==> src/rtl/lif_neuron_spike_integrator_core_assert.svh <==
// Assertion macros shared by the neuron core modules.
// Each macro expects signals named clk and rst in the module that uses it.
`ifndef LIF_NEURON_SPIKE_INTEGRATOR_CORE_ASSERT_SVH
`define LIF_NEURON_SPIKE_INTEGRATOR_CORE_ASSERT_SVH
`ifndef SYNTH
// Same-cycle implication, checked outside reset.
`define LIF_ASSERT_IMP(label, ante, cons) \
  label: assert property (@(posedge clk) disable iff (rst) (ante) |-> (cons)) \
    else $error("lif core assertion failed");
// Next-cycle implication, checked outside reset.
`define LIF_ASSERT_NXT(label, ante, cons) \
  label: assert property (@(posedge clk) disable iff (rst) (ante) |=> (cons)) \
    else $error("lif core assertion failed");
`else
`define LIF_ASSERT_IMP(label, ante, cons)
`define LIF_ASSERT_NXT(label, ante, cons)
`endif
`endif

==> src/rtl/lif_pkg.sv <==
// Package for the leaky integrate-and-fire neuron core.
// Holds item types, register codes, fixed-point constants and the table builder.
// No dependencies.
package lif_pkg;

  // Input item: one spike.
  typedef struct packed {
    logic [31:0]        spike_time;
    logic signed [23:0] spike_weight;
  } spike_t;

  // Result item for one spike.
  typedef struct packed {
    logic               fired;
    logic [1:0]         status;
    logic signed [31:0] membrane_after;
  } result_t;

  // Configuration register indexes.
  localparam logic [1:0] CFG_INVERSE_TAU      = 2'd0;
  localparam logic [1:0] CFG_FIRE_THRESHOLD   = 2'd1;
  localparam logic [1:0] CFG_REFRACTORY_TICKS = 2'd2;

  // Status codes.
  localparam logic [1:0] ST_OK         = 2'd0;
  localparam logic [1:0] ST_REFRACTORY = 2'd1;
  localparam logic [1:0] ST_BACKWARD   = 2'd2;

  // Register reset values.
  localparam logic [23:0]        INVERSE_TAU_RST      = 24'd838861;
  localparam logic signed [31:0] FIRE_THRESHOLD_RST   = 32'sd65536;
  localparam logic [15:0]        REFRACTORY_TICKS_RST = 16'd80;

  // Fixed-point constants.
  localparam logic [63:0] LOG2E_Q30  = 64'd1549082005;
  localparam logic [63:0] LN2_Q30    = 64'd744261118;
  localparam logic [63:0] ONE_Q30    = 64'd1073741824;
  localparam int          FRAC_BITS  = 28;
  // Exponent at or above 23 ms-units decays the membrane to zero.
  localparam logic [55:0] P_LIMIT    = 56'd6174015488;

  // Configuration registers as seen by the datapath.
  typedef struct packed {
    logic [23:0]        inverse_tau;
    logic signed [31:0] fire_threshold;
    logic [15:0]        refractory_ticks;
  } cfg_t;

  // Commands from the sequencer to the datapath.
  typedef struct packed {
    logic load;
    logic check;
    logic logstep;
    logic lookup;
    logic mult;
    logic finish;
  } cmd_t;

  // Status from the datapath to the sequencer.
  typedef struct packed {
    logic skip;
    logic out_free;
  } sts_t;

  // Alternating Taylor series of exp(-t) in Q2.30, t in Q30.
  // Used only to build the constant decay table at elaboration.
  function automatic logic [31:0] exp_series(input logic [63:0] t);
    logic [63:0]        term;
    logic signed [63:0] sum;
    term = ONE_Q30;
    sum  = $signed(ONE_Q30);
    for (int k = 1; k <= 40; k++) begin
      term = ((term * t) >> 30) / 64'(k);
      if (k[0]) begin
        sum = sum - $signed(term);
      end else begin
        sum = sum + $signed(term);
      end
    end
    return sum[31:0];
  endfunction

endpackage

==> src/rtl/lif_ctrl.sv <==
// Sequencer of the neuron core: steps one spike item through the datapath.
// Depends on lif_pkg for cmd_t and sts_t, and on the assertion header.
`include "lif_neuron_spike_integrator_core_assert.svh"
module lif_ctrl (
  input  logic          clk,
  input  logic          rst,
  input  logic          spike_valid,
  output logic          spike_ready,
  input  lif_pkg::sts_t sts,
  output lif_pkg::cmd_t cmd
);

  localparam logic [2:0] S_IDLE  = 3'd0;
  localparam logic [2:0] S_CHECK = 3'd1;
  localparam logic [2:0] S_LOG   = 3'd2;
  localparam logic [2:0] S_ROM   = 3'd3;
  localparam logic [2:0] S_MUL   = 3'd4;
  localparam logic [2:0] S_FIN   = 3'd5;

  logic [2:0] state;
  logic [2:0] state_next;

  // A spike item is taken only when idle and out of reset.
  assign spike_ready = (state == S_IDLE) && !rst;

  // Next state and commands.
  always_comb begin
    state_next = state;
    cmd        = '0;
    unique case (state)
      S_IDLE: begin
        if (spike_valid && spike_ready) begin
          cmd.load   = 1'b1;
          state_next = S_CHECK;
        end
      end
      S_CHECK: begin
        cmd.check  = 1'b1;
        state_next = sts.skip ? S_FIN : S_LOG;
      end
      S_LOG: begin
        cmd.logstep = 1'b1;
        state_next  = S_ROM;
      end
      S_ROM: begin
        cmd.lookup = 1'b1;
        state_next = S_MUL;
      end
      S_MUL: begin
        cmd.mult   = 1'b1;
        state_next = S_FIN;
      end
      S_FIN: begin
        if (sts.out_free) begin
          cmd.finish = 1'b1;
          state_next = S_IDLE;
        end
      end
      default: begin
        state_next = S_IDLE;
      end
    endcase
  end

  always_ff @(posedge clk) begin
    if (rst) begin
      state <= S_IDLE;
    end else begin
      state <= state_next;
    end
  end

  `LIF_ASSERT_NXT(a_load_to_check, cmd.load, state == S_CHECK)
  `LIF_ASSERT_NXT(a_fin_waits, state == S_FIN && !sts.out_free, state == S_FIN)
  `LIF_ASSERT_IMP(a_finish_free, cmd.finish, sts.out_free && state == S_FIN)

endmodule

==> config.mk <==
export PLATFORM = sky130hd
export DESIGN_NAME = lif_ctrl
export DESIGN_NICKNAME = d
export VERILOG_FILES = /design/src/rtl/lif_pkg.sv /design/src/rtl/lif_ctrl.sv
export VERILOG_INCLUDE_DIRS = /design/src /design/src/rtl
export SDC_FILE = /design/constraint.sdc
export NUM_CORES = 1
export LEC_CHECK = 0
export BUFFER_PORTS_ARGS = -buffer_cell sky130_fd_sc_hd__buf_2
export CAP_MARGIN = 25
export CORE_AREA = 2 2 39 41
export DETAILED_ROUTE_END_ITERATION = 10
export DIE_AREA = 0 0 41 43
export GPL_TIMING_DRIVEN = 0
export PLACE_DENSITY = 0.46
export REMOVE_ABC_BUFFERS = 1
export SLEW_MARGIN = 20
export SYNTH_ARGS = -nofsm -noshare
export SYNTH_HDL_FRONTEND = slang
export SYNTH_SLANG_ARGS = --single-unit
==> constraint.sdc <==
create_clock -name clk -period 1.65 [get_ports clk]
set_input_delay 0.0825 -clock clk [delete_from_list [all_inputs] [get_ports clk]]
set_output_delay 0.0825 -clock clk [all_outputs]
set_load 0.005 [all_outputs]
# Word-level counts from Yosys, hierarchy flattened
# Cells that the tools add are included.
[totals]
ff_bits = 3
latchBits = 0
ram_bits = 0
romBits = 0
inputBits = 5
n_memories = 0
[classes]
addsub = 0
multipliers = 0
n_div = 0
magnitude_cmp = 0
eq_ne = 7
shifts = 0
muxes = 12
bitwise = 0
reduce_logical = 5
[ops]
columns = ["operator", "n"]
rows = [
  ["$pmux W3 S6", 1],
  ["$mux W3", 3],
  ["$mux W1", 8],
  ["$eq A3 B2 Y1 const B", 2],
  ["$eq A3 B3 Y1 const B", 2],
  ["$eq A3 B1 Y1 const B", 1],
  ["$logic_not A3 Y1", 1],
  ["$logic_and A1 B1 Y1", 2],
  ["$ne A2 B1 Y1 const B", 1],
  ["$ne A2 B2 Y1 const B", 1],
  ["$reduce_and A2 Y1", 1],
  ["$logic_not A1 Y1", 1],
]

# Depth between registers and ports, before layout
[logic_depth]
ltp_word = 5
depth_mapped = 4
ltp_nobuf = 3

# Worst setup path after synthesis
# Ideal clock, no wire load.
[synth_path]
kind = "register to output"
startpoint = "register state[1]"
endpoint = "output port cmd[5] (netlist bit)"
t_arrival_ns = 0.870
setup_slack_ns = 0.697
stages_incl_launch_ff = 4
path_buffers = 1
cell_sequence = "dfxtp_1 -> buf_6 -> nor4_4 -> and2_1"
[synth_lines]
columns = ["item", "line", "rtl"]
rows = [
  ["start, declared", "lif_ctrl.sv:20", "logic [2:0] state;"],
  ["start signal, assigned", "lif_ctrl.sv:69", "state <= state_next;"],
  ["end, declared", "lif_ctrl.sv:10", "output lif_pkg::cmd_t cmd"],
]

==> results.rst <==
.. list-table::
   :header-rows: 1

   * - Metric
     - Value
   * - Die area
     - 1760 sq um
   * - Type of the worst setup path
     - reg -> out
   * - Xor/xnor cell area share of the yosys netlist
     - 0
   * - Total number of yosys warnings
     - 0
   * - Flops & latches, synth
     - 3
   * - Fraction of the yosys area taken by sequential cells
     - 0.254
   * - Via density per instance
     - 4.13
   * - Number of sinks handled by clock tree synthesis
     - 3
   * - Buffer and inverter count on the worst path
     - 1
   * - H-tree levels
     - 1
   * - Buffers inserted by post-CTS timing repair
     - 0
   * - Worst Path Arrival
     - 1.24 ns
   * - Peak supply drop
     - 0.313 mV
   * - Wirelength, routed
     - 498 um
   * - Initial core utilization
     - 0.171
   * - Wire length per cell after detailed routing
     - 9.05 um
   * - Number of antenna diodes
     - 0
   * - Worst flop-to-flop path endpoint
     - state[0]$_SDFFE_PP0P_
   * - Wire length of the first global-routing pass
     - 662 um
   * - Peak clock frequency supported by timing
     - 758 MHz
   * - Global Route Usage Sum
     - 0.0622
   * - Class of the tightest hold or removal check
     - in -> reg
   * - Fraction of final layout cells with drive strength greater than 1
     - 0.436
   * - Die Span X
     - 41 um
   * - Post-synthesis share of cell area spent on and, or, nand and nor gates
     - 0.476
   * - Max-capacitance violation count
     - 0
   * - Total of buffers placed on input and output ports
     - 11
   * - # rows
     - 14
   * - Area of the mapped netlist
     - 236 sq um
   * - Hold-critical path depth
     - 2
   * - Clock buffers created by TritonCTS
     - 3
   * - Largest delay share family, worst path
     - flip-flops
   * - Met2 routing resource usage after global routing
     - 0.0531
   * - Post-Synth Adder-Cell Area
     - 0
   * - M3 GR Usage
     - 0.0628
   * - Final critical delay including setup and external delays
     - 1.32 ns
   * - Post-route clock skew
     - 0.000626 ns
   * - Startpoint kind of the worst setup timing path
     - flip-flop
   * - Clock buffer depth
     - 2
   * - Number of distinct library cell variants in the gate-level netlist after synthesis
     - 18
   * - Biggest registers after layout
     - state x3
   * - Least-Margin Pin Slew
     - 0.437 ns
   * - Most common library cell in the layout ignoring fill and taps
     - buf_2
   * - IO Count
     - 12
   * - Avg Cell Area, Syn
     - 8.76 sq um
   * - Vertical extent of the die
     - 43 um
   * - Standard cell core area
     - 1380 sq um
   * - Areal power density over the cells
     - 971 nW/um^2
   * - Global route total overflow
     - 0
   * - Slowest cell delay on critical path
     - 0.53 ns
   * - Synth top area cells
     - dfxtp_1, nor4_4, a21oi_1, buf_4, nor2b_4
   * - Global placer's final weighted congestion
     - 0.679
   * - Final hold viol count
     - 0
   * - Reg2reg path depth
     - 2
   * - Starting DRT DRC Count
     - 2
   * - Worst Hold Endpoint
     - state[2]$_SDFFE_PP0P_
   * - Antenna violations before repair
     - 0
   * - Via count of the first global-routing pass
     - 154
   * - Leak pwr
     - 0.144 nW
   * - Critical R2R Launch
     - state[2]$_SDFFE_PP0P_
   * - Capturing element type of the critical path
     - output pin
   * - Number of remaining DRC errors
     - 0
   * - Origin of the worst setup path
     - state[0]$_SDFFE_PP0P_
   * - Post-place instance area
     - 285 sq um
   * - Post-cts sizing count
     - 0
   * - Cell breakdown of the critical path
     - nor2b_4 > and2_1 > buf_2
   * - Fraction of the cycle the final worst path needs
     - 0.799
   * - Req. time, crit path
     - 1.57 ns
   * - Biggest register
     - state
   * - Max Slew Vio Count
     - 0
   * - Setup violations, final
     - 0
   * - Area added between synthesis and finish
     - 31.7%
   * - Most Used Layer, Global Route
     - met1
   * - Most frequent cells in the layout
     - buf_2, a21oi_1, clkbuf_4, dfxtp_1
   * - Post-synthesis cell type with the largest combined area
     - dfxtp_1
   * - HPWL after detailed placement
     - 355 um
   * - Mux cell area share after synthesis
     - 0
   * - Mapped Cells
     - 27
   * - Tightest slew margin relative to the limit
     - 0.708
   * - Count of hold-fix buffers inserted at cts
     - 0
   * - Status
     - completed
   * - Pre-Repair DR Iteration Count
     - 2
   * - Worst-path maximum fanout
     - 9
   * - Hold path start
     - rst
   * - Latest clock arrival within the worst-skew pair
     - 0.24 ns
   * - Post-layout nets
     - 45
   * - Cell at the slowest stage of the critical path
     - dfxtp_1
   * - Via count
     - 227
   * - Unrepaired setup endpoints after global routing
     - no
   * - Levels on crit path
     - 3
   * - Cell at the root of the clock tree
     - clkbuf_4
   * - Clk pin slew, worst setup/hold paths
     - 0.04 ns
   * - TritonCTS clock tree
     - done
   * - ANT nets after route
     - 0
   * - Maximum number of pins on one net before global-route repair
     - 12
   * - Largest register FFs
     - 3
   * - Fill cell total of the finished layout
     - 152
   * - Synth Area in Compound Gates
     - 0.159
   * - Fin area
     - 312 sq um
   * - Met1 layer usage reported by global route
     - 0.0868
   * - Main combinational cell family by area after synthesis
     - simple AND/OR/NAND/NOR gates
   * - Core utilization of the finished layout
     - 0.225
   * - Proportion of netlist area held by the largest area contributor
     - 0.254
   * - Reg-to-reg setup timing slack
     - 0.57 ns
   * - Total Neg Setup Slack
     - 0 ns
[cell families after synthesis]
logic type | count (synthesis)
AO/OA/AOI/OAI | 7
buffers and inverters | 3
flip-flops | 3
AND/OR/NAND/NOR | 14
[Yosys cell counts, drive strengths merged]
master,count
a21oi,3
buf,3
dfxtp,3
o21ai,3
and2,2
nand2,2
nor2,2
nor3b,2
nor4,2
a211oi,1
and2b,1
and4b,1
nand2b,1
nor2b,1
[routing by layer]
metal	vias to the layer above	part of all wire
li1	117	-
met1	93	0.53
met2	15	0.33
met3	2	0.12
met4	0	0.014
met5	-	0
[how the worst max path moves through the flow]
stage                                  endpoint  slack [ns]
after floorplan           state[2]$_SDFFE_PP0P_        0.70
after global placement    state[0]$_SDFFE_PP0P_        0.57
after detailed placement                 cmd[2]        0.58
after CTS                                cmd[2]        0.33
after global routing                     cmd[4]        0.28
final                                    cmd[2]        0.33
[layout make-up]
type,instances,area [sq um],share of cell area
flip-flops and latches,3,60.1,0.193
repair buffers,11,55.1,0.177
well taps,16,20.0,0.0643
multi-input cells,21,150,0.482
clock buffers,4,26.3,0.0843
[per-stage QoR]
stage	instances	hold WS (ns)	power, mW	worst slack (ns)
2_1_floorplan	24	0.152	0.143	0.698
3_3_place_gp	51	0.331	0.171	0.572
3_5_place_dp	51	0.321	0.171	0.580
4_1_cts	55	0.0704	0.310	0.328
5_1_grt	55	0.0882	0.323	0.283
6_report	55	0.0769	0.303	0.331
[power by group]
group,internal (mW),switching (mW)
Sequential,0.0810,0.0249
Combinational,0.0391,0.0248
Clock,0.0909,0.0420
Power figures use the tool's default switching activity.
