**src/rtl/lif_neuron_spike_integrator_core_assert.svh**
```systemverilog
// Assertion macros shared by the neuron core modules.
// Each macro expects signals named clk and rst in the module that uses it.
`ifndef LIF_NEURON_SPIKE_INTEGRATOR_CORE_ASSERT_SVH
`define LIF_NEURON_SPIKE_INTEGRATOR_CORE_ASSERT_SVH
`ifndef SYNTH
// Same-cycle implication, checked outside reset.
`define LIF_ASSERT_IMP(label, ante, cons) \
  label: assert property (@(posedge clk) disable iff (rst) (ante) |-> (cons)) \
    else $error("lif core assertion failed");
// Next-cycle implication, checked outside reset.
`define LIF_ASSERT_NXT(label, ante, cons) \
  label: assert property (@(posedge clk) disable iff (rst) (ante) |=> (cons)) \
    else $error("lif core assertion failed");
`else
`define LIF_ASSERT_IMP(label, ante, cons)
`define LIF_ASSERT_NXT(label, ante, cons)
`endif
`endif

```
**src/rtl/lif_pkg.sv**
```systemverilog
// Package for the leaky integrate-and-fire neuron core.
// Holds item types, register codes, fixed-point constants and the table builder.
// No dependencies.
package lif_pkg;

  // Input item: one spike.
  typedef struct packed {
    logic [31:0]        spike_time;
    logic signed [23:0] spike_weight;
  } spike_t;

  // Result item for one spike.
  typedef struct packed {
    logic               fired;
    logic [1:0]         status;
    logic signed [31:0] membrane_after;
  } result_t;

  // Configuration register indexes.
  localparam logic [1:0] CFG_INVERSE_TAU      = 2'd0;
  localparam logic [1:0] CFG_FIRE_THRESHOLD   = 2'd1;
  localparam logic [1:0] CFG_REFRACTORY_TICKS = 2'd2;

  // Status codes.
  localparam logic [1:0] ST_OK         = 2'd0;
  localparam logic [1:0] ST_REFRACTORY = 2'd1;
  localparam logic [1:0] ST_BACKWARD   = 2'd2;

  // Register reset values.
  localparam logic [23:0]        INVERSE_TAU_RST      = 24'd838861;
  localparam logic signed [31:0] FIRE_THRESHOLD_RST   = 32'sd65536;
  localparam logic [15:0]        REFRACTORY_TICKS_RST = 16'd80;

  // Fixed-point constants.
  localparam logic [63:0] LOG2E_Q30  = 64'd1549082005;
  localparam logic [63:0] LN2_Q30    = 64'd744261118;
  localparam logic [63:0] ONE_Q30    = 64'd1073741824;
  localparam int          FRAC_BITS  = 28;
  // Exponent at or above 23 ms-units decays the membrane to zero.
  localparam logic [55:0] P_LIMIT    = 56'd6174015488;

  // Configuration registers as seen by the datapath.
  typedef struct packed {
    logic [23:0]        inverse_tau;
    logic signed [31:0] fire_threshold;
    logic [15:0]        refractory_ticks;
  } cfg_t;

  // Commands from the sequencer to the datapath.
  typedef struct packed {
    logic load;
    logic check;
    logic logstep;
    logic lookup;
    logic mult;
    logic finish;
  } cmd_t;

  // Status from the datapath to the sequencer.
  typedef struct packed {
    logic skip;
    logic out_free;
  } sts_t;

  // Alternating Taylor series of exp(-t) in Q2.30, t in Q30.
  // Used only to build the constant decay table at elaboration.
  function automatic logic [31:0] exp_series(input logic [63:0] t);
    logic [63:0]        term;
    logic signed [63:0] sum;
    term = ONE_Q30;
    sum  = $signed(ONE_Q30);
    for (int k = 1; k <= 40; k++) begin
      term = ((term * t) >> 30) / 64'(k);
      if (k[0]) begin
        sum = sum - $signed(term);
      end else begin
        sum = sum + $signed(term);
      end
    end
    return sum[31:0];
  endfunction

endpackage

```
**src/rtl/lif_cfg.sv**
```systemverilog
// Configuration register file of the neuron core.
// Depends on lif_pkg for the register codes, reset values and cfg_t.
module lif_cfg (
  input  logic        clk,
  input  logic        rst,
  input  logic        cfg_valid,
  output logic        cfg_ready,
  input  logic [1:0]  cfg_index,
  input  logic [31:0] cfg_data,
  output lif_pkg::cfg_t cfg
);

  // Writes are taken whenever the core is out of reset.
  assign cfg_ready = !rst;

  // Register writes by index; unknown indexes are dropped.
  always_ff @(posedge clk) begin
    if (rst) begin
      cfg.inverse_tau      <= lif_pkg::INVERSE_TAU_RST;
      cfg.fire_threshold   <= lif_pkg::FIRE_THRESHOLD_RST;
      cfg.refractory_ticks <= lif_pkg::REFRACTORY_TICKS_RST;
    end else if (cfg_valid) begin
      unique case (cfg_index)
        lif_pkg::CFG_INVERSE_TAU:      cfg.inverse_tau      <= cfg_data[23:0];
        lif_pkg::CFG_FIRE_THRESHOLD:   cfg.fire_threshold   <= $signed(cfg_data);
        lif_pkg::CFG_REFRACTORY_TICKS: cfg.refractory_ticks <= cfg_data[15:0];
        default: ;
      endcase
    end
  end

endmodule

```
**config.mk**
```make
export PLATFORM = sky130hd
export DESIGN_NAME = lif_cfg
export DESIGN_NICKNAME = d
export VERILOG_FILES = /design/src/rtl/lif_neuron_spike_integrator_core_assert.svh /design/src/rtl/lif_pkg.sv /design/src/rtl/lif_cfg.sv
export SDC_FILE = /design/constraint.sdc
export NUM_CORES = 1
export LEC_CHECK = 0
export ABC_CLOCK_PERIOD_IN_PS = 1100
export BUFFER_PORTS_ARGS = -buffer_cell sky130_fd_sc_hd__buf_2
export CAP_MARGIN = 20
export CELL_PAD_IN_SITES_DETAIL_PLACEMENT = 1
export CELL_PAD_IN_SITES_GLOBAL_PLACEMENT = 2
export CORE_MARGIN = 2
export CORE_UTILIZATION = 31
export CTS_BUF_LIST = sky130_fd_sc_hd__clkbuf_4 sky130_fd_sc_hd__clkbuf_8
export DETAILED_ROUTE_END_ITERATION = 10
export PLACE_DENSITY_LB_ADDON = 0.1
export SYNTH_ARGS = -nofsm -noshare
export SYNTH_HDL_FRONTEND = slang
export SYNTH_SLANG_ARGS = --single-unit
```
**constraint.sdc**
```tcl
create_clock -name clk -period 1.1 [get_ports clk]
set_input_delay 0.22 -clock clk [delete_from_list [all_inputs] [get_ports clk]]
set_output_delay 0.22 -clock clk [all_outputs]
set_load 0.005 [all_outputs]
```
# After elaboration in Yosys (flattened, before gate mapping)
# Index checks and enable logic that the tools add are counted.
[word_totals] input_bits=37 out_inout_bits=73 regBits=72 wordCells=10
[classes] n_reduce_logical=5 eq_ne=2
[op_table] operator="$reduce_and A2 Y1" count=3
[op_table] operator="$eq A2 B1 Y1 const B" count=1
[op_table] operator="$eq A2 B2 Y1 const B" count=1
[op_table] operator="$logic_not A2 Y1" count=1
[op_table] operator="$logic_not A1 Y1" count=1

# Depth between registers and ports, before layout
# Gate-level depths: netlist of run 1.
[depth] word_depth=2 mapped_depth=5 ltp_nobuf=2

# Worst setup path after synthesis of run 1
# Ideal clock, no wire load.
[synth_path] path_type="input port to output port" startpoint="in rst" endpoint="out cfg_ready" required_ps=880 t_arrival_ps=767 path_slack_ps=113 cell_stages=4 n_path_buf=3 cell_sequence="buf_2 buf_2 buf_2 inv_1"
[synth_via] elab_chain_len=1
[synth_lines] item="start: declaration" line_no="lif_cfg.sv:5" text="input logic rst,"
[synth_lines] item="$logic_not A1 Y1" line_no="lif_cfg.sv:14" text="assign cfg_ready = !rst;"
[synth_lines] item="end: declaration" line_no="lif_cfg.sv:7" text="output logic cfg_ready,"
# Every way passes these cells.

# Final worst setup path of run 1
[layout_path] startpoint="reg cfg[2] (netlist name)" endpoint="out cfg[2] (netlist name)"
[layout_rtl] item="start: declaration" line_no="lif_cfg.sv:10" text="output lif_pkg::cfg_t cfg"
# No word-level cell between the ends.

==> results.sh, run 1 <==
export IMPL_top_regs="cfg x72"
export IMPL_synth_distinct_cells=14
export IMPL_grt_pass1_vias=2300
export IMPL_slew_headroom=0.824
export IMPL_ant_nets=0
export IMPL_largest_reg_flops=72
export IMPL_netlist_instances=289
export IMPL_setup_viol=0
export IMPL_finalWirelength_mm=7.21
export IMPL_syn_area_um2=3040
export IMPL_timing_final_crit_period_ns=1.03
export IMPL_power_density_nw_per_um2=1320
export IMPL_max_vdd_ir_drop_mv=0.617
export IMPL_synth_edf_count=0
export IMPL_dp_hpwl_mm=4.96
export IMPL_post_synth_top_area_cell="dfxtp_1"
export IMPL_overflow=0
export IMPL_multi_input_area_um2=1440
export IMPL_nNetsFinal=433
export IMPL_cts_tree="built"
export IMPL_ys_seq_area_frac=0.474
export IMPL_pre_cts_slack_ns=-0.0680
export IMPL_min_period_over_period=0.932
export IMPL_vias=2318
export IMPL_start_util=0.315
export IMPL_grt_use_total=0.139
export IMPL_max_cap_viol_count=0
export IMPL_cts_root_buffer="clkbuf_8"
export IMPL_fmax_ghz=0.975
export IMPL_maxSlewViolCount=0
export IMPL_power_w=0.00517
export IMPL_path_clk_slew_ns=0.08
export IMPL_drtPass1Iterations=5
export IMPL_route_detailed_drc=0
export IMPL_synth_most_common_cell="nand2b_1"
export IMPL_grt_pass1_wl_mm=11.4
export IMPL_first_iter_violations=41
export IMPL_area_growth_syn_to_layout_pct=28.7
export IMPL_synth_flop_cell="dfxtp_1"
export IMPL_hp_class="in -> reg"
export IMPL_yosys_top_cells_count="90 x nand2b_1, 72 x dfxtp_1, 72 x mux2i_1, 27 x nor2_1, 9 x clkbuf_1"
export IMPL_portBuffers=109
export IMPL_max_flop_register="cfg"
export IMPL_tightest_slew_ns=0.264
export IMPL_synth_seq_cells=72
export IMPL_syn_num_nets=326
export IMPL_p_leak_nw=1.83
export IMPL_path_delay_family="flip-flops"
export IMPL_cts_resized_gates=0
export IMPL_design_area_um2=3910
export IMPL_grt_max_degree=61
export IMPL_endpoint_kind="output port"
export IMPL_clk_latency_ns=0.33
export IMPL_crit_chain="buf_2"
export IMPL_clock_sinks=72
export IMPL_io_pins=110
export IMPL_cp_start_kind="register"
export IMPL_n_antenna_cell=0
export IMPL_slowest_stage="dfxtp_1"
export IMPL_yosys_warnings=0
export IMPL_cts_hold_buf=0
export IMPL_cts_buffers_inserted=9
export IMPL_drive_gt1_frac=0.339
export IMPL_die_h_um=103
export IMPL_wire_per_inst_um=13.5
export IMPL_worst_ep_required_time_ns=0.88
export IMPL_seqCellArea_um2=1440
export IMPL_ys_async_sr_fraction=0
export IMPL_dpl_instance_area_um2=3740
export IMPL_worstPathMaxFanout=2
export IMPL_hold_viol_final=0
export IMPL_clock_skew_ns=0
export IMPL_viasPerCell=4.34
export IMPL_cts_buffer_depth=2
export IMPL_worst_ep_arrival_time_ns=0.81
export IMPL_path_class="reg -> out"
export IMPL_row_count=36
export IMPL_rsz0062_at_grt="false"
export IMPL_dieArea_um2=10600
export IMPL_critPathBufInv=1
export IMPL_post_cts_buffers=0
export IMPL_htreeDepth=3
export IMPL_dieWidth_um=103
export IMPL_antenna_found_initial=1
export IMPL_n_fill_cell=1135
export IMPL_outcome="finished clean"
export IMPL_synthDominantCellAreaShare=0.474
export IMPL_avgSynthCellArea_um2=10.5
export IMPL_critical_path_max_stage_delay_ns=0.36
export IMPL_coreArea_um2=9640
export IMPL_worst_slack_ns=0.0748
export IMPL_netlist_top_cells_area="dfxtp_1 47%, mux2i_1 24%, nand2b_1 19%"
export IMPL_place_congestion=0.719
-- area by class of cell --
| cell class | count | area share |
|---|---|---|
| Sequential cell | 72 | 0.369 |
| Multi-Input combinational cell | 194 | 0.368 |
| Timing Repair Buffer | 118 | 0.176 |
| Tap cell | 133 | 0.0426 |
| Clock buffer | 10 | 0.0352 |
| Clock inverter | 6 | 0.00896 |
| Inverter | 1 | 0.000960 |
-- through the flow --
stage                     hold slack (ns)  instances  TNS, ns   util
after floorplan                     0.375        289        0      -
after global placement              0.456        518   -0.398  0.388
after detailed placement            0.459        518   -0.950  0.388
after CTS                           0.123        534        0  0.406
after global routing                0.128        534        0  0.406
final                               0.140        534        0  0.406
-- kinds of logic after synthesis --
family	share of synthesized area
buf+inv	0.0548
flops	0.474
mux	0.237
simple gates	0.234
-- cells in the final DEF (no fill, tap or decap) --
cell        instances
nor3b_4             1
clkinvlp_4          2
nor2_1             27
clkinv_2            4
and3b_2             1
nand3b_1            2
dfxtp_1            72
clkbuf_8           10
buf_4               3
mux2i_1            72
or3b_1              1
buf_2             109
inv_1               1
buf_12              6
nand2b_1           90
-- per-layer routing --
metal / vias up / part of all wire / global-route usage
met2: 65 / 0.45 / 0.222
met3: 8 / 0.073 / 0.0529
li1: 1151 / - / -
met5: - / 0.0018 / 0
met1: 1092 / 0.46 / 0.176
met4: 2 / 0.0090 / 0.0364
-- final timing paths --
path / start / end / slack [ns] / cells past startpoint
max: cfg[2]$_SDFFE_PP0P_ / cfg[2] / 0.07 / 1
min: cfg_data[27] / cfg[43]$_SDFFE_PP0P_ / 0.14 / 3
max reg2reg: cfg[60]$_SDFFE_PP0P_ / cfg[60]$_SDFFE_PP0P_ / 0.49 / 2
min reg2reg: cfg[46]$_SDFFE_PP0P_ / cfg[46]$_SDFFE_PP0P_ / 0.47 / 2
-- power by group --
group,internal [W],switching [W]
Combinational,0.000299,0.000262
Sequential,0.00270,0.0000440
Clock,0.000865,0.00100
Total,0.00386,0.00131
Note: power is estimated with default switching activity, not from simulation.
==> inputs of run 2 (changes only) <==
--- a/config.mk
+++ b/config.mk
@@ -10,6 +10,7 @@
 export CAP_MARGIN = 20
 export CELL_PAD_IN_SITES_DETAIL_PLACEMENT = 1
 export CELL_PAD_IN_SITES_GLOBAL_PLACEMENT = 2
+export CORE_ASPECT_RATIO = 1.2
 export CORE_MARGIN = 2
 export CORE_UTILIZATION = 31
 export CTS_BUF_LIST = sky130_fd_sc_hd__clkbuf_4 sky130_fd_sc_hd__clkbuf_8
==> results.sh, run 2 (synthesis results as in run 1) <==
export IMPL_clock_skew_ns=0
export IMPL_clock_sinks=72
export IMPL_fin_util=0.416
export IMPL_drtPass1Iterations=4
export IMPL_critPathLaunch="cfg[28]$_SDFFE_PP0P_"
export IMPL_wire_per_inst_um=13.9
export IMPL_switching_share=0.233
export IMPL_crit_chain="buf_2"
export IMPL_area_growth_syn_to_layout_pct=30.4
export IMPL_ant_nets=0
export IMPL_setup_viol=0
export IMPL_grt_pass1_wl_mm=11.9
export IMPL_cts_root_buffer="clkbuf_8"
export IMPL_hold_path_depth=3
export IMPL_power_switching_w=0.00131
export IMPL_tightest_slew_ns=0.282
export IMPL_io_pins=110
export IMPL_max_cap_viol_count=0
export IMPL_dp_hpwl_mm=5.34
export IMPL_first_iter_violations=67
export IMPL_grt_pass1_vias=2401
export IMPL_dieWidth_um=94.4
export IMPL_critical_path_max_stage_delay_ns=0.35
export IMPL_post_cts_buffers=0
export IMPL_fmax_ghz=0.962
export IMPL_slowest_stage="dfxtp_1"
export IMPL_cp_start_kind="register"
export IMPL_timing_final_crit_period_ns=1.04
export IMPL_outcome="finished clean"
export IMPL_pwr_share_clk=0.410
export IMPL_hp_start="cfg_data[30]"
export IMPL_internal_power_w=0.00430
export IMPL_hold_viol_final=0
export IMPL_largest_reg_flops=72
export IMPL_cts_resized_gates=0
export IMPL_top_regs="cfg x72"
export IMPL_worst_slack_ns=0.0602
export IMPL_maxSlewViolCount=0
export IMPL_row_count=39
export IMPL_grt_max_degree=41
export IMPL_cts_buffers_inserted=9
export IMPL_dieArea_um2=10600
export IMPL_power_density_nw_per_um2=1410
export IMPL_power_w=0.00561
export IMPL_htreeDepth=3
export IMPL_drive_gt1_frac=0.346
export IMPL_max_vdd_ir_drop_mv=0.632
export IMPL_clk_latency_ns=0.35
export IMPL_place_congestion=0.694
export IMPL_n_antenna_cell=0
export IMPL_cts_hold_buf=0
export IMPL_seqCellArea_um2=1440
export IMPL_worstPathMaxFanout=2
export IMPL_pwr_share_seq=0.489
export IMPL_r2r_slack_ns=0.49
export IMPL_p_leak_nw=1.86
export IMPL_antenna_found_initial=0
export IMPL_portBuffers=109
export IMPL_reg2regPathDepth=2
export IMPL_n_fill_cell=1126
export IMPL_critPathBufInv=1
export IMPL_vias=2299
export IMPL_hp_class="in -> reg"
export IMPL_layout_commonest_cell="buf_2"
export IMPL_rsz0062_at_grt="false"
export IMPL_min_period_over_period=0.945
export IMPL_max_flop_register="cfg"
export IMPL_r2r_start="cfg[67]$_SDFFE_PP1P_"
export IMPL_die_h_um=112
export IMPL_viasPerCell=4.38
export IMPL_hold_end="cfg[46]$_SDFFE_PP0P_"
export IMPL_start_util=0.319
export IMPL_coreArea_um2=9520
export IMPL_overflow=0
export IMPL_route_detailed_drc=0
export IMPL_cts_tree="built"
export IMPL_path_clk_slew_ns=0.08
export IMPL_grt_use_total=0.146
export IMPL_path_class="reg -> out"
export IMPL_finalWirelength_mm=7.30
export IMPL_nNetsFinal=434
export IMPL_worst_ep_required_time_ns=0.88
export IMPL_worst_ep_arrival_time_ns=0.82
export IMPL_endpoint_kind="output port"
export IMPL_path_delay_family="flip-flops"
export IMPL_slew_headroom=0.812
export IMPL_layout_common_cells="109 x buf_2, 90 x nand2b_1, 72 x mux2i_1"
export IMPL_cts_buffer_depth=2
export IMPL_multi_input_area_um2=1440
export IMPL_pre_cts_slack_ns=-0.0875
export IMPL_rr_endpoint="cfg[67]$_SDFFE_PP1P_"
export IMPL_p_comb_frac=0.101
## run 2: worst max-delay path by stage
stage                                       to  slack (ns)  cells after the start
after detailed placement  cfg[65]$_SDFFE_PP0P_       -0.09                      3
after global routing                   cfg[16]      0.0004                      1
after global placement    cfg[65]$_SDFFE_PP0P_       -0.06                      3
after floorplan                      cfg_ready        0.11                      4
after CTS                              cfg[28]        0.03                      1
final                                  cfg[28]        0.06                      1
## run 2: area by class of cell
type,count,share of cell area
tap,123,0.0388
sequential,72,0.364
timing repair buffer,119,0.179
inverter,1,0.000947
clock inverter,6,0.0212
multi-input combinational,194,0.363
clock buffer,10,0.0332
## run 2: stage by stage
step | hold slack (ns) | setup TNS [ns] | std cells | cell area (um2)
global placement | 0.455 | -0.402 | 509 | 3740
CTS | 0.113 | 0 | 525 | 3960
finish | 0.130 | 0 | 525 | 3960
detailed placement | 0.461 | -0.956 | 509 | 3740
floorplan | 0.375 | 0 | 289 | 3040
global route | 0.122 | 0 | 525 | 3960
## run 2: power groups by stage
stage | sequential [W] | clock, W | combinational [W]
2_1_floorplan | 0.00281 | 0 | 0.000314
3_3_place_gp | 0.00280 | 0 | 0.000572
3_5_place_dp | 0.00281 | 0 | 0.000582
4_1_cts | 0.00275 | 0.00240 | 0.000584
5_1_grt | 0.00276 | 0.00252 | 0.000632
6_report | 0.00274 | 0.00230 | 0.000566
## run 2: layer usage
layer / track usage / up-vias / part of all wire
li1: - / 1151 / -
met1: 0.174 / 1066 / 0.44
met2: 0.236 / 69 / 0.48
met3: 0.0409 / 13 / 0.059
met4: 0.0754 / 0 / 0.022
met5: 0 / - / 0
